File: src/hdl/ctlp_pkg.sv
`timescale 1ns / 1ps

package ctlp_pkg;

  localparam int unsigned VarBitsDefault = 32;
  localparam int unsigned MaxResults     = 3;
  localparam int unsigned QueueDepth     = 4;
  localparam int unsigned QueuePtrW      = $clog2(QueueDepth);
  localparam int unsigned QueueCntW      = $clog2(QueueDepth + 1);

  localparam logic [7:0] ChP       = 8'h70;
  localparam logic [7:0] ChMinus   = 8'h2d;
  localparam logic [7:0] ChC       = 8'h63;
  localparam logic [7:0] ChN       = 8'h6e;
  localparam logic [7:0] ChF       = 8'h66;
  localparam logic [7:0] ChZero    = 8'h30;
  localparam logic [7:0] ChNine    = 8'h39;
  localparam logic [7:0] ChSpace   = 8'h20;
  localparam logic [7:0] ChTab     = 8'h09;
  localparam logic [7:0] ChCr      = 8'h0d;
  localparam logic [7:0] ChNewline = 8'h0a;

  typedef enum logic [3:0] {
    LS_START,
    LS_P_WS,
    LS_CN,
    LS_CNF,
    LS_CNT1,
    LS_CNT2,
    LS_BODY,
    LS_COM_START,
    LS_COM_CNT1,
    LS_COM_CNT2,
    LS_COM_BODY,
    LS_NUM_CNT1,
    LS_NUM_CNT2,
    LS_NUM_BODY
  } lex_state_e;

  typedef enum logic [1:0] {
    KIND_LITERAL,
    KIND_CLAUSE_END,
    KIND_END_OF_TEXT,
    KIND_ERROR
  } kind_e;

  typedef enum logic [2:0] {
    ERR_NONE,
    ERR_EXPECTED_CNF,
    ERR_EXPECTED_COUNT,
    ERR_SYNTAX,
    ERR_OVERFLOW
  } error_code_e;

  typedef struct packed {
    kind_e       kind;
    logic        negated;
    logic [31:0] variable;
    error_code_e error_code;
  } result_t;

  typedef logic [1:0] res_cnt_t;

  // All results caused by one input transaction, oldest in slot zero.
  typedef struct packed {
    res_cnt_t                   cnt;
    result_t [MaxResults-1:0]   res;
  } bundle_t;

  typedef struct packed {
    logic                 empty;
    logic                 full;
    logic [QueueCntW-1:0] count;
  } queue_status_t;

  function automatic logic is_ws(logic [7:0] b);
    return (b == ChSpace) || ((b >= ChTab) && (b <= ChCr));
  endfunction

  function automatic logic is_digit(logic [7:0] b);
    return (b >= ChZero) && (b <= ChNine);
  endfunction

  function automatic bundle_t push_result(bundle_t b, kind_e k, logic n,
                                          logic [31:0] v, error_code_e e);
    bundle_t r;
    r = b;
    if (r.cnt != res_cnt_t'(MaxResults)) begin
      r.res[r.cnt] = '{kind: k, negated: n, variable: v, error_code: e};
      r.cnt = r.cnt + 1'b1;
    end
    return r;
  endfunction

endpackage

File: src/hdl/ctlp_if.sv
`timescale 1ns / 1ps

interface ctlp_in_if;
  logic       valid;
  logic       ready;
  logic [7:0] byte_req;
  logic       end_of_text;

  modport source (output valid, output byte_req, output end_of_text, input ready);
  modport sink (input valid, input byte_req, input end_of_text, output ready);
endinterface

interface ctlp_out_if;
  logic        valid;
  logic        ready;
  logic [1:0]  kind;
  logic        negated;
  logic [31:0] variable;
  logic [2:0]  error_code;
  logic        last;

  modport source (output valid, output kind, output negated, output variable,
                  output error_code, output last, input ready);
  modport sink (input valid, input kind, input negated, input variable,
                input error_code, input last, output ready);
endinterface

File: src/hdl/cnf_text_literal_parser.sv
`timescale 1ns / 1ps

// DIMACS CNF text parser. Bytes of the text arrive on in_i, one per
// transaction, with end_of_text marking the close of a text (its byte is
// ignored). Parsed results leave on out_o: literals (sign plus variable
// number), clause ends, one end-of-text marker and at most one error per text.
// One input transaction gives zero to three results; the last of them carries
// last = 1. Errors are sticky: after one, bytes are dropped until end_of_text.
// Throughput: one byte per cycle while the queue has room; the lexer step is
// a multiply by ten and add on the number accumulator. Output runs at one
// result per cycle while the receiver is ready; a byte that yields several
// results sends them one after another. Each result group is registered in a
// four-entry queue when its byte is accepted and leaves on out_o from its head;
// the queue separates the lexer from the output serializer, so a stalled
// receiver only stops input once that queue is full. Reset clears the lexer to
// start of file and empties the queue; no results are pending afterwards.
module cnf_text_literal_parser #(
  parameter int unsigned VAR_BITS = ctlp_pkg::VarBitsDefault
) (
  input  logic       clk_i,
  input  logic       rst_ni,
  ctlp_in_if.sink    in_i,
  ctlp_out_if.source out_o
);

  logic                    push_valid;
  ctlp_pkg::bundle_t       push_bundle;
  ctlp_pkg::bundle_t       head;
  ctlp_pkg::queue_status_t q_status;
  logic                    pop;

  // The lexer takes a byte whenever the queue has room for its results.
  ctlp_front #(
    .VAR_BITS(VAR_BITS)
  ) u_front (
    .clk_i        (clk_i),
    .rst_ni       (rst_ni),
    .in_i         (in_i),
    .push_valid_o (push_valid),
    .push_bundle_o(push_bundle),
    .push_ready_i (!q_status.full)
  );

  ctlp_queue u_queue (
    .clk_i        (clk_i),
    .rst_ni       (rst_ni),
    .push_i       (push_valid),
    .push_bundle_i(push_bundle),
    .pop_i        (pop),
    .head_o       (head),
    .status_o     (q_status)
  );

  // The serializer walks one result group a result at a time.
  ctlp_back u_back (
    .clk_i   (clk_i),
    .rst_ni  (rst_ni),
    .head_i  (head),
    .status_i(q_status),
    .pop_o   (pop),
    .out_o   (out_o)
  );

  // An accepted end of text always produces at least its end marker.
  a_eot_pushes: assert property (@(posedge clk_i) disable iff (!rst_ni)
    (in_i.valid && in_i.ready && in_i.end_of_text) |-> push_valid)
    else $error("end of text accepted without a result group");

  // Result groups in the queue are never empty.
  a_group_nonempty: assert property (@(posedge clk_i) disable iff (!rst_ni)
    push_valid |-> (push_bundle.cnt != '0))
    else $error("empty result group pushed");

  // The end-of-text marker is always the final result of its group.
  a_end_is_last: assert property (@(posedge clk_i) disable iff (!rst_ni)
    (out_o.valid && (out_o.kind == ctlp_pkg::KIND_END_OF_TEXT)) |-> out_o.last)
    else $error("end-of-text result not marked last");

  // Queue occupancy moves by at most one group per cycle.
  a_count_step: assert property (@(posedge clk_i) disable iff (!rst_ni)
    (q_status.count == $past(q_status.count)) ||
    (q_status.count == $past(q_status.count) + 1'b1) ||
    (q_status.count == $past(q_status.count) - 1'b1))
    else $error("queue count jumped");

endmodule

File: src/hdl/ctlp_front.sv
`timescale 1ns / 1ps

module ctlp_front #(
  parameter int unsigned VAR_BITS = ctlp_pkg::VarBitsDefault
) (
  input  logic              clk_i,
  input  logic              rst_ni,
  ctlp_in_if.sink           in_i,
  output logic              push_valid_o,
  output ctlp_pkg::bundle_t push_bundle_o,
  input  logic              push_ready_i
);

  localparam int unsigned WideW = VAR_BITS + 4;

  ctlp_pkg::lex_state_e st_q, st_d;
  logic [VAR_BITS-1:0]  nv_q, nv_d;
  logic [3:0]           dc_q, dc_d;
  logic                 mp_q, mp_d;
  logic                 co_q, co_d;
  logic                 err_q, err_d;
  ctlp_pkg::bundle_t    bnd;

  logic                 accept;
  logic [7:0]           b;
  logic [3:0]           digit;
  logic                 num0;
  logic                 lone;
  logic                 tb_body;
  logic [WideW-1:0]     wide;
  logic [31:0]          var32;

  assign b      = in_i.byte_req;
  assign digit  = b[3:0];  // ASCII digits sit at 0x30..0x39
  assign accept = in_i.valid && push_ready_i;
  assign in_i.ready = push_ready_i;

  assign num0  = (st_q == ctlp_pkg::LS_NUM_CNT1) || (st_q == ctlp_pkg::LS_NUM_CNT2) ||
                 (st_q == ctlp_pkg::LS_NUM_BODY);
  assign lone  = (dc_q == 4'd1) && (nv_q == '0);
  assign wide  = (WideW'(nv_q) << 3) + (WideW'(nv_q) << 1) + WideW'(digit);
  assign var32 = 32'(nv_q);

  always_comb begin
    st_d    = st_q;
    nv_d    = nv_q;
    dc_d    = dc_q;
    mp_d    = mp_q;
    co_d    = co_q;
    err_d   = err_q;
    bnd     = '0;
    tb_body = 1'b0;

    if (!err_q && num0 && !in_i.end_of_text && ctlp_pkg::is_digit(b)) begin
      // Accumulate; anything that spills over the top bits is an overflow.
      if (|wide[WideW-1:VAR_BITS]) begin
        bnd   = ctlp_pkg::push_result(bnd, ctlp_pkg::KIND_ERROR, 1'b0, 32'd0,
                                      ctlp_pkg::ERR_OVERFLOW);
        err_d = 1'b1;
      end else begin
        nv_d = wide[VAR_BITS-1:0];
        if (dc_q != 4'd15) dc_d = dc_q + 4'd1;
      end
    end else if (!err_q) begin
      if (num0) begin
        unique case (st_q)
          ctlp_pkg::LS_NUM_CNT1: begin
            if (lone) begin
              bnd   = ctlp_pkg::push_result(bnd, ctlp_pkg::KIND_ERROR, 1'b0, 32'd0,
                                            ctlp_pkg::ERR_EXPECTED_COUNT);
              err_d = 1'b1;
            end else begin
              st_d = ctlp_pkg::LS_CNT2;
            end
          end
          ctlp_pkg::LS_NUM_CNT2: begin
            if (lone) begin
              bnd   = ctlp_pkg::push_result(bnd, ctlp_pkg::KIND_ERROR, 1'b0, 32'd0,
                                            ctlp_pkg::ERR_EXPECTED_COUNT);
              err_d = 1'b1;
            end else begin
              st_d = ctlp_pkg::LS_BODY;
            end
          end
          default: begin
            st_d = ctlp_pkg::LS_BODY;
            if (lone) begin
              if (mp_q) begin
                bnd   = ctlp_pkg::push_result(bnd, ctlp_pkg::KIND_ERROR, 1'b0, 32'd0,
                                              ctlp_pkg::ERR_SYNTAX);
                err_d = 1'b1;
              end else begin
                bnd  = ctlp_pkg::push_result(bnd, ctlp_pkg::KIND_CLAUSE_END, 1'b0, 32'd0,
                                             ctlp_pkg::ERR_NONE);
                co_d = 1'b0;
              end
            end else begin
              bnd  = ctlp_pkg::push_result(bnd, ctlp_pkg::KIND_LITERAL, mp_q, var32,
                                           ctlp_pkg::ERR_NONE);
              co_d = 1'b1;
              mp_d = 1'b0;
            end
          end
        endcase
        nv_d = '0;
        dc_d = '0;
      end

      if (!err_d) begin
        if (in_i.end_of_text) begin
          unique case (st_d)
            ctlp_pkg::LS_P_WS, ctlp_pkg::LS_CN, ctlp_pkg::LS_CNF: begin
              bnd   = ctlp_pkg::push_result(bnd, ctlp_pkg::KIND_ERROR, 1'b0, 32'd0,
                                            ctlp_pkg::ERR_EXPECTED_CNF);
              err_d = 1'b1;
            end
            ctlp_pkg::LS_CNT1, ctlp_pkg::LS_CNT2,
            ctlp_pkg::LS_COM_CNT1, ctlp_pkg::LS_COM_CNT2: begin
              bnd   = ctlp_pkg::push_result(bnd, ctlp_pkg::KIND_ERROR, 1'b0, 32'd0,
                                            ctlp_pkg::ERR_EXPECTED_COUNT);
              err_d = 1'b1;
            end
            default: begin
              if (mp_d) begin
                bnd   = ctlp_pkg::push_result(bnd, ctlp_pkg::KIND_ERROR, 1'b0, 32'd0,
                                              ctlp_pkg::ERR_SYNTAX);
                err_d = 1'b1;
              end else if (co_d) begin
                bnd = ctlp_pkg::push_result(bnd, ctlp_pkg::KIND_CLAUSE_END, 1'b0, 32'd0,
                                            ctlp_pkg::ERR_NONE);
              end
            end
          endcase
        end else begin
          unique case (st_d)
            ctlp_pkg::LS_START: begin
              if (ctlp_pkg::is_ws(b)) begin
                st_d = st_d;
              end else if (b == ctlp_pkg::ChC) begin
                st_d = ctlp_pkg::LS_COM_START;
              end else if (b == ctlp_pkg::ChP) begin
                st_d = ctlp_pkg::LS_P_WS;
              end else begin
                tb_body = 1'b1;
              end
            end
            ctlp_pkg::LS_P_WS: begin
              if (ctlp_pkg::is_ws(b)) begin
                st_d = st_d;
              end else if (b == ctlp_pkg::ChC) begin
                st_d = ctlp_pkg::LS_CN;
              end else begin
                bnd   = ctlp_pkg::push_result(bnd, ctlp_pkg::KIND_ERROR, 1'b0, 32'd0,
                                              ctlp_pkg::ERR_EXPECTED_CNF);
                err_d = 1'b1;
              end
            end
            ctlp_pkg::LS_CN: begin
              if (b == ctlp_pkg::ChN) begin
                st_d = ctlp_pkg::LS_CNF;
              end else begin
                bnd   = ctlp_pkg::push_result(bnd, ctlp_pkg::KIND_ERROR, 1'b0, 32'd0,
                                              ctlp_pkg::ERR_EXPECTED_CNF);
                err_d = 1'b1;
              end
            end
            ctlp_pkg::LS_CNF: begin
              if (b == ctlp_pkg::ChF) begin
                st_d = ctlp_pkg::LS_CNT1;
              end else begin
                bnd   = ctlp_pkg::push_result(bnd, ctlp_pkg::KIND_ERROR, 1'b0, 32'd0,
                                              ctlp_pkg::ERR_EXPECTED_CNF);
                err_d = 1'b1;
              end
            end
            ctlp_pkg::LS_CNT1, ctlp_pkg::LS_CNT2: begin
              if (ctlp_pkg::is_ws(b)) begin
                st_d = st_d;
              end else if (b == ctlp_pkg::ChC) begin
                st_d = (st_d == ctlp_pkg::LS_CNT1) ? ctlp_pkg::LS_COM_CNT1
                                                   : ctlp_pkg::LS_COM_CNT2;
              end else if (ctlp_pkg::is_digit(b)) begin
                nv_d = VAR_BITS'(digit);
                dc_d = 4'd1;
                st_d = (st_d == ctlp_pkg::LS_CNT1) ? ctlp_pkg::LS_NUM_CNT1
                                                   : ctlp_pkg::LS_NUM_CNT2;
              end else begin
                bnd   = ctlp_pkg::push_result(bnd, ctlp_pkg::KIND_ERROR, 1'b0, 32'd0,
                                              ctlp_pkg::ERR_EXPECTED_COUNT);
                err_d = 1'b1;
              end
            end
            ctlp_pkg::LS_COM_START: if (b == ctlp_pkg::ChNewline) st_d = ctlp_pkg::LS_START;
            ctlp_pkg::LS_COM_CNT1:  if (b == ctlp_pkg::ChNewline) st_d = ctlp_pkg::LS_CNT1;
            ctlp_pkg::LS_COM_CNT2:  if (b == ctlp_pkg::ChNewline) st_d = ctlp_pkg::LS_CNT2;
            ctlp_pkg::LS_COM_BODY:  if (b == ctlp_pkg::ChNewline) st_d = ctlp_pkg::LS_BODY;
            default: tb_body = 1'b1;
          endcase

          // Body token handling, shared by the first token and the clause body.
          if (tb_body) begin
            st_d = ctlp_pkg::LS_BODY;
            if (ctlp_pkg::is_ws(b)) begin
              st_d = ctlp_pkg::LS_BODY;
            end else if (b == ctlp_pkg::ChC) begin
              st_d = ctlp_pkg::LS_COM_BODY;
            end else if (ctlp_pkg::is_digit(b)) begin
              nv_d = VAR_BITS'(digit);
              dc_d = 4'd1;
              st_d = ctlp_pkg::LS_NUM_BODY;
            end else if ((b == ctlp_pkg::ChMinus) && !mp_d) begin
              mp_d = 1'b1;
            end else begin
              bnd   = ctlp_pkg::push_result(bnd, ctlp_pkg::KIND_ERROR, 1'b0, 32'd0,
                                            ctlp_pkg::ERR_SYNTAX);
              err_d = 1'b1;
            end
          end
        end
      end
    end

    if (in_i.end_of_text) begin
      bnd   = ctlp_pkg::push_result(bnd, ctlp_pkg::KIND_END_OF_TEXT, 1'b0, 32'd0,
                                    ctlp_pkg::ERR_NONE);
      st_d  = ctlp_pkg::LS_START;
      nv_d  = '0;
      dc_d  = '0;
      mp_d  = 1'b0;
      co_d  = 1'b0;
      err_d = 1'b0;
    end
  end

  assign push_valid_o  = accept && (bnd.cnt != '0);
  assign push_bundle_o = bnd;

  always_ff @(posedge clk_i or negedge rst_ni) begin
    if (!rst_ni) begin
      st_q  <= ctlp_pkg::LS_START;
      nv_q  <= '0;
      dc_q  <= '0;
      mp_q  <= 1'b0;
      co_q  <= 1'b0;
      err_q <= 1'b0;
    end else if (accept) begin
      st_q  <= st_d;
      nv_q  <= nv_d;
      dc_q  <= dc_d;
      mp_q  <= mp_d;
      co_q  <= co_d;
      err_q <= err_d;
    end
  end

endmodule

File: src/hdl/ctlp_queue.sv
`timescale 1ns / 1ps

module ctlp_queue (
  input  logic                    clk_i,
  input  logic                    rst_ni,
  input  logic                    push_i,
  input  ctlp_pkg::bundle_t       push_bundle_i,
  input  logic                    pop_i,
  output ctlp_pkg::bundle_t       head_o,
  output ctlp_pkg::queue_status_t status_o
);

  localparam logic [ctlp_pkg::QueuePtrW-1:0] LastPtr =
    ctlp_pkg::QueuePtrW'(ctlp_pkg::QueueDepth - 1);
  localparam logic [ctlp_pkg::QueueCntW-1:0] FullCnt =
    ctlp_pkg::QueueCntW'(ctlp_pkg::QueueDepth);

  ctlp_pkg::bundle_t                mem_q [ctlp_pkg::QueueDepth];
  logic [ctlp_pkg::QueuePtrW-1:0]   wr_ptr_q, rd_ptr_q;
  logic [ctlp_pkg::QueueCntW-1:0]   cnt_q;
  logic                             do_push, do_pop;

  assign status_o.empty = (cnt_q == '0);
  assign status_o.full  = (cnt_q == FullCnt);
  assign status_o.count = cnt_q;
  assign head_o         = mem_q[rd_ptr_q];

  assign do_push = push_i && !status_o.full;
  assign do_pop  = pop_i && !status_o.empty;

  always_ff @(posedge clk_i) begin
    if (do_push) mem_q[wr_ptr_q] <= push_bundle_i;
  end

  always_ff @(posedge clk_i or negedge rst_ni) begin
    if (!rst_ni) begin
      wr_ptr_q <= '0;
      rd_ptr_q <= '0;
      cnt_q    <= '0;
    end else begin
      if (do_push) wr_ptr_q <= (wr_ptr_q == LastPtr) ? '0 : wr_ptr_q + 1'b1;
      if (do_pop)  rd_ptr_q <= (rd_ptr_q == LastPtr) ? '0 : rd_ptr_q + 1'b1;
      if (do_push && !do_pop) begin
        cnt_q <= cnt_q + 1'b1;
      end else if (do_pop && !do_push) begin
        cnt_q <= cnt_q - 1'b1;
      end
    end
  end

endmodule

File: src/hdl/ctlp_back.sv
`timescale 1ns / 1ps

module ctlp_back (
  input  logic                    clk_i,
  input  logic                    rst_ni,
  input  ctlp_pkg::bundle_t       head_i,
  input  ctlp_pkg::queue_status_t status_i,
  output logic                    pop_o,
  ctlp_out_if.source              out_o
);

  ctlp_pkg::res_cnt_t sub_q, sub_d;
  ctlp_pkg::result_t  sel;
  logic               is_last;
  logic               fire;

  assign sel     = head_i.res[sub_q];
  assign is_last = (sub_q == (head_i.cnt - 1'b1));
  assign fire    = out_o.valid && out_o.ready;

  assign out_o.valid      = !status_i.empty;
  assign out_o.kind       = sel.kind;
  assign out_o.negated    = sel.negated;
  assign out_o.variable   = sel.variable;
  assign out_o.error_code = sel.error_code;
  assign out_o.last       = is_last;

  assign pop_o = fire && is_last;

  always_comb begin
    sub_d = sub_q;
    if (fire) sub_d = is_last ? '0 : sub_q + 1'b1;
  end

  always_ff @(posedge clk_i or negedge rst_ni) begin
    if (!rst_ni) begin
      sub_q <= '0;
    end else begin
      sub_q <= sub_d;
    end
  end

endmodule
File: src/flat_wrapper.sv
// flat-port wrapper written by rule: the top's interface ports become plain ports
module cnf_text_literal_parser_flat 
#(
  parameter int unsigned VAR_BITS = ctlp_pkg::VarBitsDefault
)
  (clk_i, rst_ni, in_i_valid, in_i_byte_req, in_i_end_of_text, in_i_ready, out_o_valid, out_o_kind, out_o_negated, out_o_variable, out_o_error_code, out_o_last, out_o_ready);
  ctlp_in_if in_i_i ();
  ctlp_out_if out_o_i ();
  input  logic clk_i;
  input  logic rst_ni;
  input wire logic [$bits(in_i_i.valid)-1:0] in_i_valid;
  input wire logic [$bits(in_i_i.byte_req)-1:0] in_i_byte_req;
  input wire logic [$bits(in_i_i.end_of_text)-1:0] in_i_end_of_text;
  output wire logic [$bits(in_i_i.ready)-1:0] in_i_ready;
  output wire logic [$bits(out_o_i.valid)-1:0] out_o_valid;
  output wire logic [$bits(out_o_i.kind)-1:0] out_o_kind;
  output wire logic [$bits(out_o_i.negated)-1:0] out_o_negated;
  output wire logic [$bits(out_o_i.variable)-1:0] out_o_variable;
  output wire logic [$bits(out_o_i.error_code)-1:0] out_o_error_code;
  output wire logic [$bits(out_o_i.last)-1:0] out_o_last;
  input wire logic [$bits(out_o_i.ready)-1:0] out_o_ready;
  assign in_i_i.valid = in_i_valid;
  assign in_i_i.byte_req = in_i_byte_req;
  assign in_i_i.end_of_text = in_i_end_of_text;
  assign in_i_ready = in_i_i.ready;
  assign out_o_valid = out_o_i.valid;
  assign out_o_kind = out_o_i.kind;
  assign out_o_negated = out_o_i.negated;
  assign out_o_variable = out_o_i.variable;
  assign out_o_error_code = out_o_i.error_code;
  assign out_o_last = out_o_i.last;
  assign out_o_i.ready = out_o_ready;
  cnf_text_literal_parser #(.VAR_BITS(VAR_BITS)) u_core (.clk_i(clk_i), .rst_ni(rst_ni), .in_i(in_i_i), .out_o(out_o_i));
endmodule
File: config.mk
export PLATFORM = sky130hd
export DESIGN_NAME = cnf_text_literal_parser_flat
export DESIGN_NICKNAME = d
export VERILOG_FILES = /design/src/hdl/ctlp_pkg.sv /design/src/hdl/ctlp_if.sv /design/src/hdl/cnf_text_literal_parser.sv /design/src/hdl/ctlp_front.sv /design/src/hdl/ctlp_queue.sv /design/src/hdl/ctlp_back.sv /design/src/flat_wrapper.sv
export SDC_FILE = /design/constraint.sdc
export NUM_CORES = 1
export LEC_CHECK = 0
export BUFFER_PORTS_ARGS = -buffer_cell sky130_fd_sc_hd__buf_4
export CORE_ASPECT_RATIO = 1.25
export CORE_MARGIN = 10
export CORE_UTILIZATION = 63
export CTS_BUF_LIST = sky130_fd_sc_hd__clkbuf_4
export CTS_CLUSTER_SIZE = 12
export DETAILED_ROUTE_END_ITERATION = 6
export PLACE_DENSITY_LB_ADDON = 0.08
export SYNTH_ARGS = -nofsm -noshare
export SYNTH_HDL_FRONTEND = slang
export SYNTH_SLANG_ARGS = --single-unit
File: constraint.sdc
create_clock -name clk_i -period 6.7 [get_ports clk_i]
set_input_delay 1.005 -clock clk_i [delete_from_list [all_inputs] [get_ports clk_i]]
set_output_delay 1.005 -clock clk_i [all_outputs]
set_load 0.05 [all_outputs]
==> key figures, run 1 <==
Synthesis
  • Post-synth EDFFs: 184
  • Yosys cell types: 81
  • Mapped Avg Cell Area: 12.2 um^2
  • Async SR Flop Fraction: 22.0%
  • Post-synthesis cell count: 1077
  • Post-synthesis sequential area ratio: 51.9%
  • #FFs+latches synth: 236
  • Post-Synthesis Cell Area: 13200 um^2
  • Ys flop type: edfxtp_1
  • Syn. warnings: 0

Place
  • Buffers added on ports: 53
  • DP HPWL: 20.9 mm
  • Dpl cells: 1371
  • GP Congestion: 0.957

Critical path
  • Flop-to-flop setup slack: 1240 ps
  • Worst r2r path cells: 13
  • Max Fanout on Critical Path: 24
  • R2r startpoint: u_core.u_front.nv_q[21]$_DFFE_PN0P_
  • CP max stage delay: 640 ps
  • WS Path Type: flop to flop
  • Setup crit end kind: flop
  • Worst reg2reg path endpoint: u_core.u_queue.mem_q[2][37]$_DFFE_PP_
  • Worst path bufs/invs: 1
  • Worst EP arrival: 5800 ps
  • Ordered list of cells on the worst path: nor4_1, nand4_1, or3_1, o21ai_1, ha_1, mux2i_1, o22ai_1, a311oi_4, xnor2_1, o311ai_4, a41oi_4, and2_2, buf_4
  • Crit-path leading delay family: simple AND/OR/NAND/NOR gates
  • Worst setup SP type: flop
  • Crit path required time: 7040 ps
  • Critical-path top delay cell: o21ai_1

Route
  • Pre-antenna DRT Iters: 7
  • Antenna viol nets, final: 0
  • Total number of vias: 9046
  • WL/cell: 19.9 um
  • # DRC: 0
  • DRT iter0 DRCs: 731
  • Post-Route WL: 29.2 mm
  • Vias per std cell: 6.17

Clock network
  • Clock latency on the worst-skew pair: 670 ps
  • Cts hold-fix bufs: 0
  • Clock sinks: 236
  • CTS clock-pin slew for the worst setup and hold paths: 80 ps
  • Postcts setup bufs: 0
  • Clock buffer count from CTS: 53
  • Cts repair resizes: 0
  • Root Buffer: clkbuf_4
  • H-tree Lvls: 2
  • Clk buf depth: 3
  • CTS tree: built

Global route
  • Vias in the first global route: 8934
  • Initial antenna violation count: 1
  • All-layer global routing usage: 21.6%
  • Global-route wire length before repair: 47.1 mm
  • Gr ovfl total: 0
  • Largest net degree at the start of global routing: 53

Power
  • Peak supply drop: 0.389 mV
  • Pleak: 5.85 nW
  • Cell Pwr Density: 388 nW/um^2

STA
  • Actual slew at the worst max-slew pin: 1070 ps
  • Setup TNS: 0 ps
  • Minimum clock period: 5460 ps
  • Rel. slew slack: 28.4%
  • Setup Skew: 32.0 ps
  • Final count of negative-setup-slack endpoints: 0
  • Pins Over Slew Limit: 0
  • Fmax: 0.183 GHz
  • Fin crit share: 81.5%
  • RSZ-0062 raised after global routing: false
  • Fin. Hold Viols: 0

Run status
  • Run status: finished, final reports clean

Floorplanning
  • Die area: 27100 um^2
  • Core Area: 20700 um^2
  • Initial Util: 63.7%
  • Die Ht: 182 um
  • # IOs: 54
  • Rows: 59
  • Width of the chip: 149 um

Final layout
  • Area Overhead vs Synth: 10.9%
  • Share of post-route cells with drive strength above 1: 19.8%
  • Fin cells: 1466
  • Nets: 1244

Run
  • Max-cap viol count: 0

Hold path
  • HP Class: input port to asynchronous set/reset pin
[per-stage QoR]
step	instance area, um^2	hold WS, ps	worst slack (ps)	total power, mW	util [%]
final	14600	377	1240	5.66	70.6
after global routing	14600	394	831	5.96	70.6
after CTS	14600	367	1150	5.71	70.6
after detailed placement	13900	477	1210	4.52	67.0
after global placement	13900	475	1330	4.48	67.0
after floorplan	13200	455	1600	3.87	-
[worst register-to-register path, stage by stage (launching register included)]
cell and delay (ps):
dfrtp_1 430, nor4_1 500, nand4_1 280, or3_1 570
o21ai_1 640, ha_1 360, mux2i_1 140, o22ai_1 130
a311oi_4 350, xnor2_1 220, o311ai_4 150, a41oi_4 380
and2_2 620, buf_4 350
[sequential cells by signal, summed over array words and instances, names as in the netlist, 2 cells and up]
signal                   flops
u_core.u_front.nv_q         32
u_core.u_queue.cnt_q         3
u_core.u_queue.mem_q       184
u_core.u_front.st_q          4
u_core.u_queue.rd_ptr_q      2
u_core.u_back.sub_q          2
u_core.u_front.dc_q          4
u_core.u_queue.wr_ptr_q      2
[synthesized netlist by cell type, types with 19 or more instances]
cell type  count  area, um^2
clkbuf_1      35         131
o21ai_0       49         245
and2_1        43         269
edfxtp_1     184        5530
a21o_1        19         143
xnor2_1       27         236
mux4_2        46        1040
dfrtp_1       52        1300
ha_1          76         951
nor2b_1       38         238
a21oi_1       59         295
a22o_1        29         254
inv_1         26        97.6
nor2_1        68         255
nand2_1       80         300
nor3_1        22         110
[where the power goes]
| part | leakage (nW) | internal [mW] | total, mW | switching, mW |
|---|---|---|---|---|
| clock network | 0.438 | 0.648 | 1.19 | 0.540 |
| logic | 2.99 | 0.900 | 2.40 | 1.50 |
| registers | 2.43 | 1.92 | 2.07 | 0.149 |
[cell families (layout without fill, tap and decap cells)]
logic type / count (synthesis) / in the layout / share of synthesized area, %
buf+inv: 78 / 189 / 2.39
other cells: 1 / 5 / 0.0285
compound gates: 257 / 257 / 13.8
fa+ha+maj: 79 / 79 / 7.68
simple gates: 332 / 332 / 12.9
xor+xnor: 34 / 34 / 2.26
flops: 236 / 236 / 51.9
mux: 60 / 60 / 9.08
[final cells by class]
class                           count  area, um^2
Sequential cell                   236        6830
Fill cell                        1485        6070
Multi-Input combinational cell    766        6050
Clock buffer                       77         578
Timing Repair Buffer               66         520
Tap cell                          274         343
Clock inverter                     17         159
Inverter                           29         109
Antenna cell                        1        2.50
[how the worst max path moves through the flow]
| stage | from | end | slack, ps | depth (start not counted) |
|---|---|---|---|---|
| 3_5_place_dp | u_core.u_front.nv_q[21]$_DFFE_PN0P_ | u_core.u_queue.mem_q[2][0]$_DFFE_PP_ | 1210 | 13 |
| 2_1_floorplan | in_i_byte_req[3] | u_core.u_queue.mem_q[3][0]$_DFFE_PP_ | 1600 | 12 |
| 5_1_grt | u_core.u_front.nv_q[21]$_DFFE_PN0P_ | u_core.u_queue.mem_q[2][37]$_DFFE_PP_ | 830 | 13 |
| 3_3_place_gp | in_i_byte_req[3] | u_core.u_queue.mem_q[2][39]$_DFFE_PP_ | 1330 | 14 |
| 6_report | u_core.u_front.nv_q[21]$_DFFE_PN0P_ | u_core.u_queue.mem_q[2][37]$_DFFE_PP_ | 1240 | 13 |
| 4_1_cts | u_core.u_front.nv_q[21]$_DFFE_PN0P_ | u_core.u_queue.mem_q[2][37]$_DFFE_PP_ | 1150 | 13 |
[layer usage]
layer | vias to the layer above | GRT usage (%) | wire (um)
met5 | - | 0 | 0
met1 | 4435 | 28.3 | 12400
li1 | 4325 | - | -
met4 | 0 | 6.53 | 505
met3 | 31 | 3.83 | 1580
met2 | 255 | 35.7 | 14700
[layout by cell type (no fill, tap or decap), types with 5 or more instances in the layout]
| cell type | n |
|---|---|
| a21boi_0 | 5 |
| a21o_1 | 19 |
| a21oi_1 | 59 |
| a22o_1 | 29 |
| a31oi_1 | 8 |
| and2_1 | 39 |
| buf_4 | 64 |
| clkbuf_4 | 77 |
| clkinv_1 | 7 |
| clkinv_2 | 5 |
| dfrtp_1 | 50 |
| edfxtp_1 | 184 |
| ha_1 | 76 |
| inv_1 | 26 |
| mux2_2 | 6 |
| mux2i_1 | 5 |
| mux4_2 | 46 |
| nand2_1 | 80 |
| nand2b_1 | 6 |
| nand3_1 | 17 |
| nand4_1 | 11 |
| nor2_1 | 68 |
| nor2b_1 | 38 |
| nor3_1 | 22 |
| nor4_1 | 13 |
| o21a_1 | 6 |
| o21ai_0 | 49 |
| o21ai_1 | 8 |
| o21bai_1 | 7 |
| o22ai_1 | 7 |
| o41ai_1 | 7 |
| or2_2 | 5 |
| or3_1 | 11 |
| or4_1 | 5 |
| xnor2_1 | 27 |
| xor2_1 | 7 |
Power figures use the tool's default switching activity.
==> run 2, diff against run 1 <==
- ABC_AREA: default -> 1
- clock period: 6.7 -> 5.4 ns (I/O delays scaled with it)
==> key figures, run 2 <==
Run status
  • Run status: finished, final reports clean

Synthesis
  • Ys flop type: edfxtp_1
  • Synth Area in Simple Gates: 21.9% (+9.1 points)
  • Count leader, synth: nor2_1
  • Post-synth top area share: 39.7% (-2.3 points)
  • Post-synth EDFFs: 184 (unchanged)
  • XOR/XNOR Fraction of Synth Area: 0.881% (-1.4 points)
  • Synth Area in Compound Gates: 14.8% (+0.97 points)
  • Largest area contributor in the netlist: edfxtp_1
  • #FFs+latches synth: 236 (unchanged)
  • Synth Area in Adders: 7.26% (-0.42 points)
  • Post-synthesis sequential area ratio: 49.0% (-2.8 points)
  • Mapped Avg Cell Area: 8.79 um^2 (-28%)
  • Post-synthesis cell count: 1584 (+47%)
  • Post-synth top cells: nor2_1, nand2_1, edfxtp_1
  • Post-Synthesis Cell Area: 13900 um^2 (+5.8%)
  • Main combinational cell family by area after synthesis: simple AND/OR/NAND/NOR gates
  • Async SR Flop Fraction: 22.0% (unchanged)
  • Yosys cell types: 55 (-32%)
  • Area contributors post-synth: edfxtp_1, dfrtp_1, nor2_1, ha_1, o21ai_0
  • Post-synthesis mux area share: 0% (-9.1 points)
  • Syn. warnings: 0 (unchanged)

Floorplanning
  • # IOs: 54 (unchanged)
  • Die Ht: 186 um (+2.5%)
  • Initial Util: 64.4% (+0.73 points)
  • Rows: 60 (+1.7%)
  • Width of the chip: 153 um (+2.5%)
  • Die area: 28500 um^2 (+5.1%)
  • Core Area: 21600 um^2 (+4.6%)

Global route
  • M1 GR Usage: 30.5% (+2.1 points)
  • Gr ovfl total: 0 (unchanged)
  • M2 GR Usage: 41.9% (+6.2 points)
  • Initial antenna violation count: 1 (unchanged)
  • Global-route wire length before repair: 57.4 mm (+22%)
  • Most used routing layer: met2
  • Vias in the first global route: 11456 (+28%)
  • Met3 Track Usage GR: 4.60% (+0.77 points)
  • All-layer global routing usage: 24.6% (+3.0 points)
  • Largest net degree at the start of global routing: 95 (+79%)

Clock network
  • Clock latency on the worst-skew pair: 680 ps (about the same)
  • Root Buffer: clkbuf_4
  • Clock sinks: 236 (unchanged)
  • Postcts setup bufs: 0 (unchanged)
  • H-tree Lvls: 2 (unchanged)
  • CTS clock-pin slew for the worst setup and hold paths: 90 ps (about the same)
  • Cts repair resizes: 0 (unchanged)
  • Clk buf depth: 3 (unchanged)
  • CTS tree: built
  • Cts hold-fix bufs: 0 (unchanged)
  • Clock buffer count from CTS: 53 (unchanged)

Critical path
  • Worst r2r path cells: 23 (+10)
  • WS Path Type: flop to flop
  • Worst setup SP type: flop
  • Worst EP arrival: 5060 ps (-740 ps)
  • Crit path required time: 5940 ps (-1100 ps)
  • Max Fanout on Critical Path: 5 (-79%)
  • Setup crit end kind: flop

Final layout
  • Share of post-route cells with drive strength above 1: 14.9% (-4.9 points)
  • Largest regs: u_core.u_queue.mem_q: 184 flops, u_core.u_front.nv_q: 32 flops
  • Max reg flops: 184 (unchanged)
  • Commonest non-fill, non-tap cells in the layout: nor2_1, nand2_1, edfxtp_1
  • Design area: 15500 um^2 (+5.9%)
  • Area Overhead vs Synth: 11.0%
  • Filler instances: 1722 (+16%)
  • Most common cell after layout, fill and taps aside: nor2_1
  • Fin cells: 1979 (+35%)
  • Post-layout util: 71.5% (+0.90 points)
  • Nets: 1748 (+41%)
  • Top reg by flops: u_core.u_queue.mem_q

STA
  • Pins Over Slew Limit: 0 (unchanged)
  • Actual slew at the worst max-slew pin: 1080 ps (+8.53 ps)
  • Setup TNS: 0 ps (unchanged)
  • Rel. slew slack: 27.8% (-0.65 points)
  • Final count of negative-setup-slack endpoints: 0 (unchanged)
  • Fmax: 0.221 GHz (+21%)
  • Setup Skew: 47.4 ps (+15.5 ps)
  • Fin crit share: 83.7% (+2.2 points)
  • Fin. Hold Viols: 0 (unchanged)
  • RSZ-0062 raised after global routing: false
  • Minimum clock period: 4520 ps (-939 ps)

Route
  • Antenna viol nets, final: 0 (unchanged)
  • DRT iter0 DRCs: 950 (+30%)
  • Total number of vias: 11654 (+29%)
  • Vias per std cell: 5.89 (-4.6%)
  • # DRC: 0 (unchanged)
  • WL/cell: 17.8 um (-10%)
  • Post-Route WL: 35.2 mm (+21%)
  • Pre-antenna DRT Iters: 6 (-1)

Power
  • Cell Pwr Density: 496 nW/um^2 (+28%)
  • Sw power: 3.46 mW (+58%)
  • Int Pwr: 4.21 mW (+21%)
  • Peak supply drop: 0.877 mV (+130%)
  • Pleak: 6.53 nW (+12%)
  • Switching Share: 45.1% (+6.5 points)
  • Clock Power Share: 20.4% (-0.6 points)
  • Power Total: 7.67 mW (+36%)
  • Flop pwr share: 32.3% (-4.3 points)
  • Comb pwr share: 47.3% (+4.9 points)

Place
  • GP Congestion: 0.930 (-2.8%)
  • Buffers added on ports: 53 (unchanged)
  • Post-place instance area: 14700 um^2 (+5.9%)
  • Dpl cells: 1880 (+37%)
  • DP HPWL: 24.0 mm (+15%)

Hold path
  • HP Class: input port to asynchronous set/reset pin

Run
  • Max-cap viol count: 0 (unchanged)
-- run 2: cell families after synthesis --
kind of cell / count (synthesis)
flip-flops: 236
adder cells (fa/ha/maj): 79
other: 1
AO/OA/AOI/OAI: 366
XOR/XNOR: 14
AND/OR/NAND/NOR: 670
buffers and inverters: 218
-- run 2: metrics by stage --
step | hold WS [ps] | setup WS, ps
floorplan | 467 | -242
global placement | 489 | 481
detailed placement | 499 | 403
CTS | 174 | 890
global route | 196 | 477
finish | 161 | 881
-- run 2: layout make-up --
cell class                      instances  area [um^2]  share of cell area (%)
Clock buffer                           71          533                    3.45
Tap cell                              279          349                    2.26
Clock inverter                         27          253                    1.63
Inverter                              163          612                    3.96
Antenna cell                            1         2.50                  0.0162
Timing Repair Buffer                   69          581                    3.75
Multi-Input combinational cell       1133         6300                    40.8
Sequential cell                       236         6830                    44.2
-- run 2: worst paths after layout --
| kind | from | to | slack [ps] |
|---|---|---|---|
| max reg2reg | u_core.u_front.nv_q[0]$_DFFE_PN0P_ | u_core.u_queue.cnt_q[2]$_DFFE_PN0P_ | 880 |
| min | rst_ni | u_core.u_front.nv_q[26]$_DFFE_PN0P_ | 160 |
| max in group asynchronous | rst_ni | u_core.u_queue.rd_ptr_q[0]$_DFFE_PN0P_ | 4620 |
| min reg2reg | u_core.u_back.sub_q[1]$_DFFE_PN0P_ | u_core.u_back.sub_q[1]$_DFFE_PN0P_ | 530 |
| min in group clk_i | in_i_byte_req[0] | u_core.u_front.nv_q[0]$_DFFE_PN0P_ | 520 |
| max | u_core.u_front.nv_q[0]$_DFFE_PN0P_ | u_core.u_queue.cnt_q[2]$_DFFE_PN0P_ | 880 |
-- run 2: worst max-delay path, cell delays in order (launching register included) --
cell and delay, ps:
dfrtp_1 450, fa_1 560, inv_1 80, fa_1 480, o21ai_2 240, a21oi_1 150
o21bai_2 170, a21o_1 190, nand2_1 80, nand2_1 70, nand2_1 40, nand2_1 60
nor2_1 30, nand2_1 190, nand2_1 210, nand4_1 220, nand2_2 70, inv_1 60
ha_1 140, inv_1 70, fa_1 430, a21oi_1 140, o21ai_0 110, xor2_1 150
-- run 2: power by group through the flow --
stage	combinational, mW	sequential [mW]	clock [mW]
CTS	3.63	2.47	1.59
global route	3.97	2.50	1.69
detailed placement	3.62	2.51	0
floorplan	2.60	2.50	0
global placement	3.58	2.50	0
finish	3.63	2.48	1.56
-- run 2: routing by layer --
metal,part of all wire (%),wire [um]
met1,42,14700
met2,48,16800
met3,7.5,2660
met4,3.1,1080
met5,0,0
==> run 3, diff against run 2 <==
- CORE_UTILIZATION: 63 -> 58
- clock period: 5.4 -> 3.76 ns (I/O delays scaled with it)
==> key figures, run 3 (synthesis results as in run 2) <==
STA
  • Actual slew at the worst max-slew pin: 764 ps (-318 ps)
  • Fin. Hold Viols: 0 (unchanged)
  • Fin crit share: 105% (+21 points)
  • Minimum clock period: 3940 ps (-582 ps)
  • Final WS setup: -176 ps (-1060 ps)
  • Fmax: 0.254 GHz (+15%)
  • Min Hold Slack: 269 ps (+108 ps)
  • Final count of negative-setup-slack endpoints: 167 (+167)
  • Setup TNS: -6540 ps (-6540 ps)
  • Setup Skew: 40.0 ps (-7.45 ps)
  • RSZ-0062 raised after global routing: true
  • Rel. slew slack: 49.1% (+21 points)
  • Pins Over Slew Limit: 0 (unchanged)

Power
  • Cell Pwr Density: 685 nW/um^2 (+38%)
  • Peak supply drop: 0.365 mV (-58%)
  • Pleak: 7.33 nW (+12%)
  • Power Total: 11.7 mW (+53%)

Final layout
  • Fin cells: 2164 (+9.3%)
  • Commonest non-fill, non-tap cells in the layout: nor2_1, nand2_1, edfxtp_1
  • Design area: 17200 um^2 (+11%)
  • Register Area: 6830 um^2 (about the same)
  • Filler instances: 1782 (+3.5%)
  • Area Overhead vs Synth: 23.2%
  • Post-layout util: 72.3% (+0.80 points)
  • Max reg flops: 184 (unchanged)
  • Largest regs: u_core.u_queue.mem_q: 184 flops, u_core.u_front.nv_q: 32 flops
  • Multi-input gate area: 6500 um^2 (+3.2%)
  • Nets: 1886 (+7.9%)
  • Top reg by flops: u_core.u_queue.mem_q
  • Share of post-route cells with drive strength above 1: 23.1% (+8.2 points)
  • Most common cell after layout, fill and taps aside: nor2_1

Global route
  • Gr ovfl total: 0 (unchanged)
  • Vias in the first global route: 12097 (+5.6%)
  • Largest net degree at the start of global routing: 53 (-44%)
  • Initial antenna violation count: 1 (unchanged)
  • Global-route wire length before repair: 61.2 mm (+6.7%)
  • All-layer global routing usage: 24.6% (about the same)

Clock network
  • H-tree Lvls: 2 (unchanged)
  • Clock latency on the worst-skew pair: 700 ps (+20 ps)
  • Clk buf depth: 3 (unchanged)
  • Clock sinks: 236 (unchanged)
  • Root Buffer: clkbuf_4
  • Clock buffer count from CTS: 54 (+1.9%)
  • CTS clock-pin slew for the worst setup and hold paths: 80 ps (about the same)
  • CTS tree: built

Critical path
  • Crit path required time: 4350 ps (-1590 ps)
  • Worst setup SP type: flop
  • CP max stage delay: 430 ps (-130 ps)
  • Top cell by count, worst path: buf_4
  • Worst EP arrival: 4530 ps (-530 ps)
  • WS Path Type: flop to flop
  • Setup crit end kind: flop
  • Critical-path top delay cell: dfrtp_1
  • Max Fanout on Critical Path: 3 (-2)

Run
  • Max-cap viol count: 0 (unchanged)

Floorplanning
  • Die area: 30600 um^2 (+7.6%)
  • Die Ht: 193 um (+3.8%)
  • Rows: 63 (+5.0%)
  • Core Area: 23700 um^2 (+9.7%)
  • Initial Util: 58.7% (-5.7 points)
  • # IOs: 54 (unchanged)
  • Width of the chip: 159 um (+3.7%)

Place
  • Pre-CTS setup slack: -413 ps (-816 ps)
  • Post-place instance area: 15300 um^2 (+4.3%)
  • Buffers added on ports: 53 (unchanged)
  • GP Congestion: 0.942 (+1.3%)
  • DP HPWL: 26.4 mm (+10%)
  • Dpl cells: 1991 (+5.9%)

Run status
  • Run status: complete, but fails checks
  • Violated checks: setup timing

Route
  • Post-Route WL: 40.5 mm (+15%)
  • WL/cell: 18.7 um (+5.1%)
  • Pre-antenna DRT Iters: 6 (unchanged)
  • DRT iter0 DRCs: 1278 (+35%)
  • # DRC: 0 (unchanged)
  • Antenna viol nets, final: 0 (unchanged)
  • Total number of vias: 12441 (+6.8%)
  • Vias per std cell: 5.75 (-2.4%)

Hold path
  • HP Class: input port to flop
-- run 3: changes by cell type in the layout (fill, tap and decap cells not counted), sizes merged --
| cell | delta |
|---|---|
| clkbuf | +16 |
| clkinvlp | -3 |
| inv | +1 |
| buf | +123 |
| clkinv | +3 |
| bufinv | -2 |
| dlygate4sd3 | +1 |
-- run 3: report_power, final --
part           switching, mW  total, mW  leakage (nW)  internal [mW]
registers              0.218       3.59          2.42           3.37
clock network           1.03       2.16         0.436           1.13
logic                   4.03       6.00          4.47           1.96
-- run 3: layer usage --
layer  vias up  GRT usage [%]  part of all wire (%)
met5         -              0                     0
met4         0           9.35                   3.2
met3       103           3.66                   6.4
met2       481           41.0                    50
met1      5905           31.4                    41
li1       5952              -                     -
-- run 3: path summary, 6_finish.rpt --
path / from / end / slack [ps] / depth (start not counted)
max: u_core.u_front.nv_q[1]$_DFFE_PN0P_ / u_core.u_front.nv_q[8]$_DFFE_PN0P_ / -180 / 25
min: out_o_ready / u_core.u_back.sub_q[1]$_DFFE_PN0P_ / 270 / 4
max reg2reg: u_core.u_front.nv_q[1]$_DFFE_PN0P_ / u_core.u_front.nv_q[8]$_DFFE_PN0P_ / -180 / 25
min reg2reg: u_core.u_front.co_q$_DFFE_PN0P_ / u_core.u_front.co_q$_DFFE_PN0P_ / 500 / 2
max in group asynchronous: rst_ni / u_core.u_front.nv_q[3]$_DFFE_PN0P_ / 2710 / 2
min in group asynchronous: rst_ni / u_core.u_front.nv_q[21]$_DFFE_PN0P_ / 500 / 2
-- run 3: what timing repair did --
item	CTS	global route
gates resized for setup	1	65
endpoints found under the hold margin	52	0
gates cloned	0	20
hold buffers	1	0
setup endpoints to repair	9	225
setup buffers	32	20
pin swaps	9	15
-- run 3: layout make-up --
cell class	instances	share of cell area, %
Clock inverter	26	1.12
Multi-Input combinational cell	1133	37.9
Clock buffer	74	3.24
Tap cell	325	2.37
Timing Repair Buffer	206	11.9
Inverter	163	3.60
Antenna cell	1	0.0146
Sequential cell	236	39.8
-- run 3: critical path: cells and delay by family (launching register included) --
family	cells	cell delay [ps]
simple gates	3	290
buf+inv	16	2010
flops	1	430
fa+ha+maj	3	710
compound gates	3	410
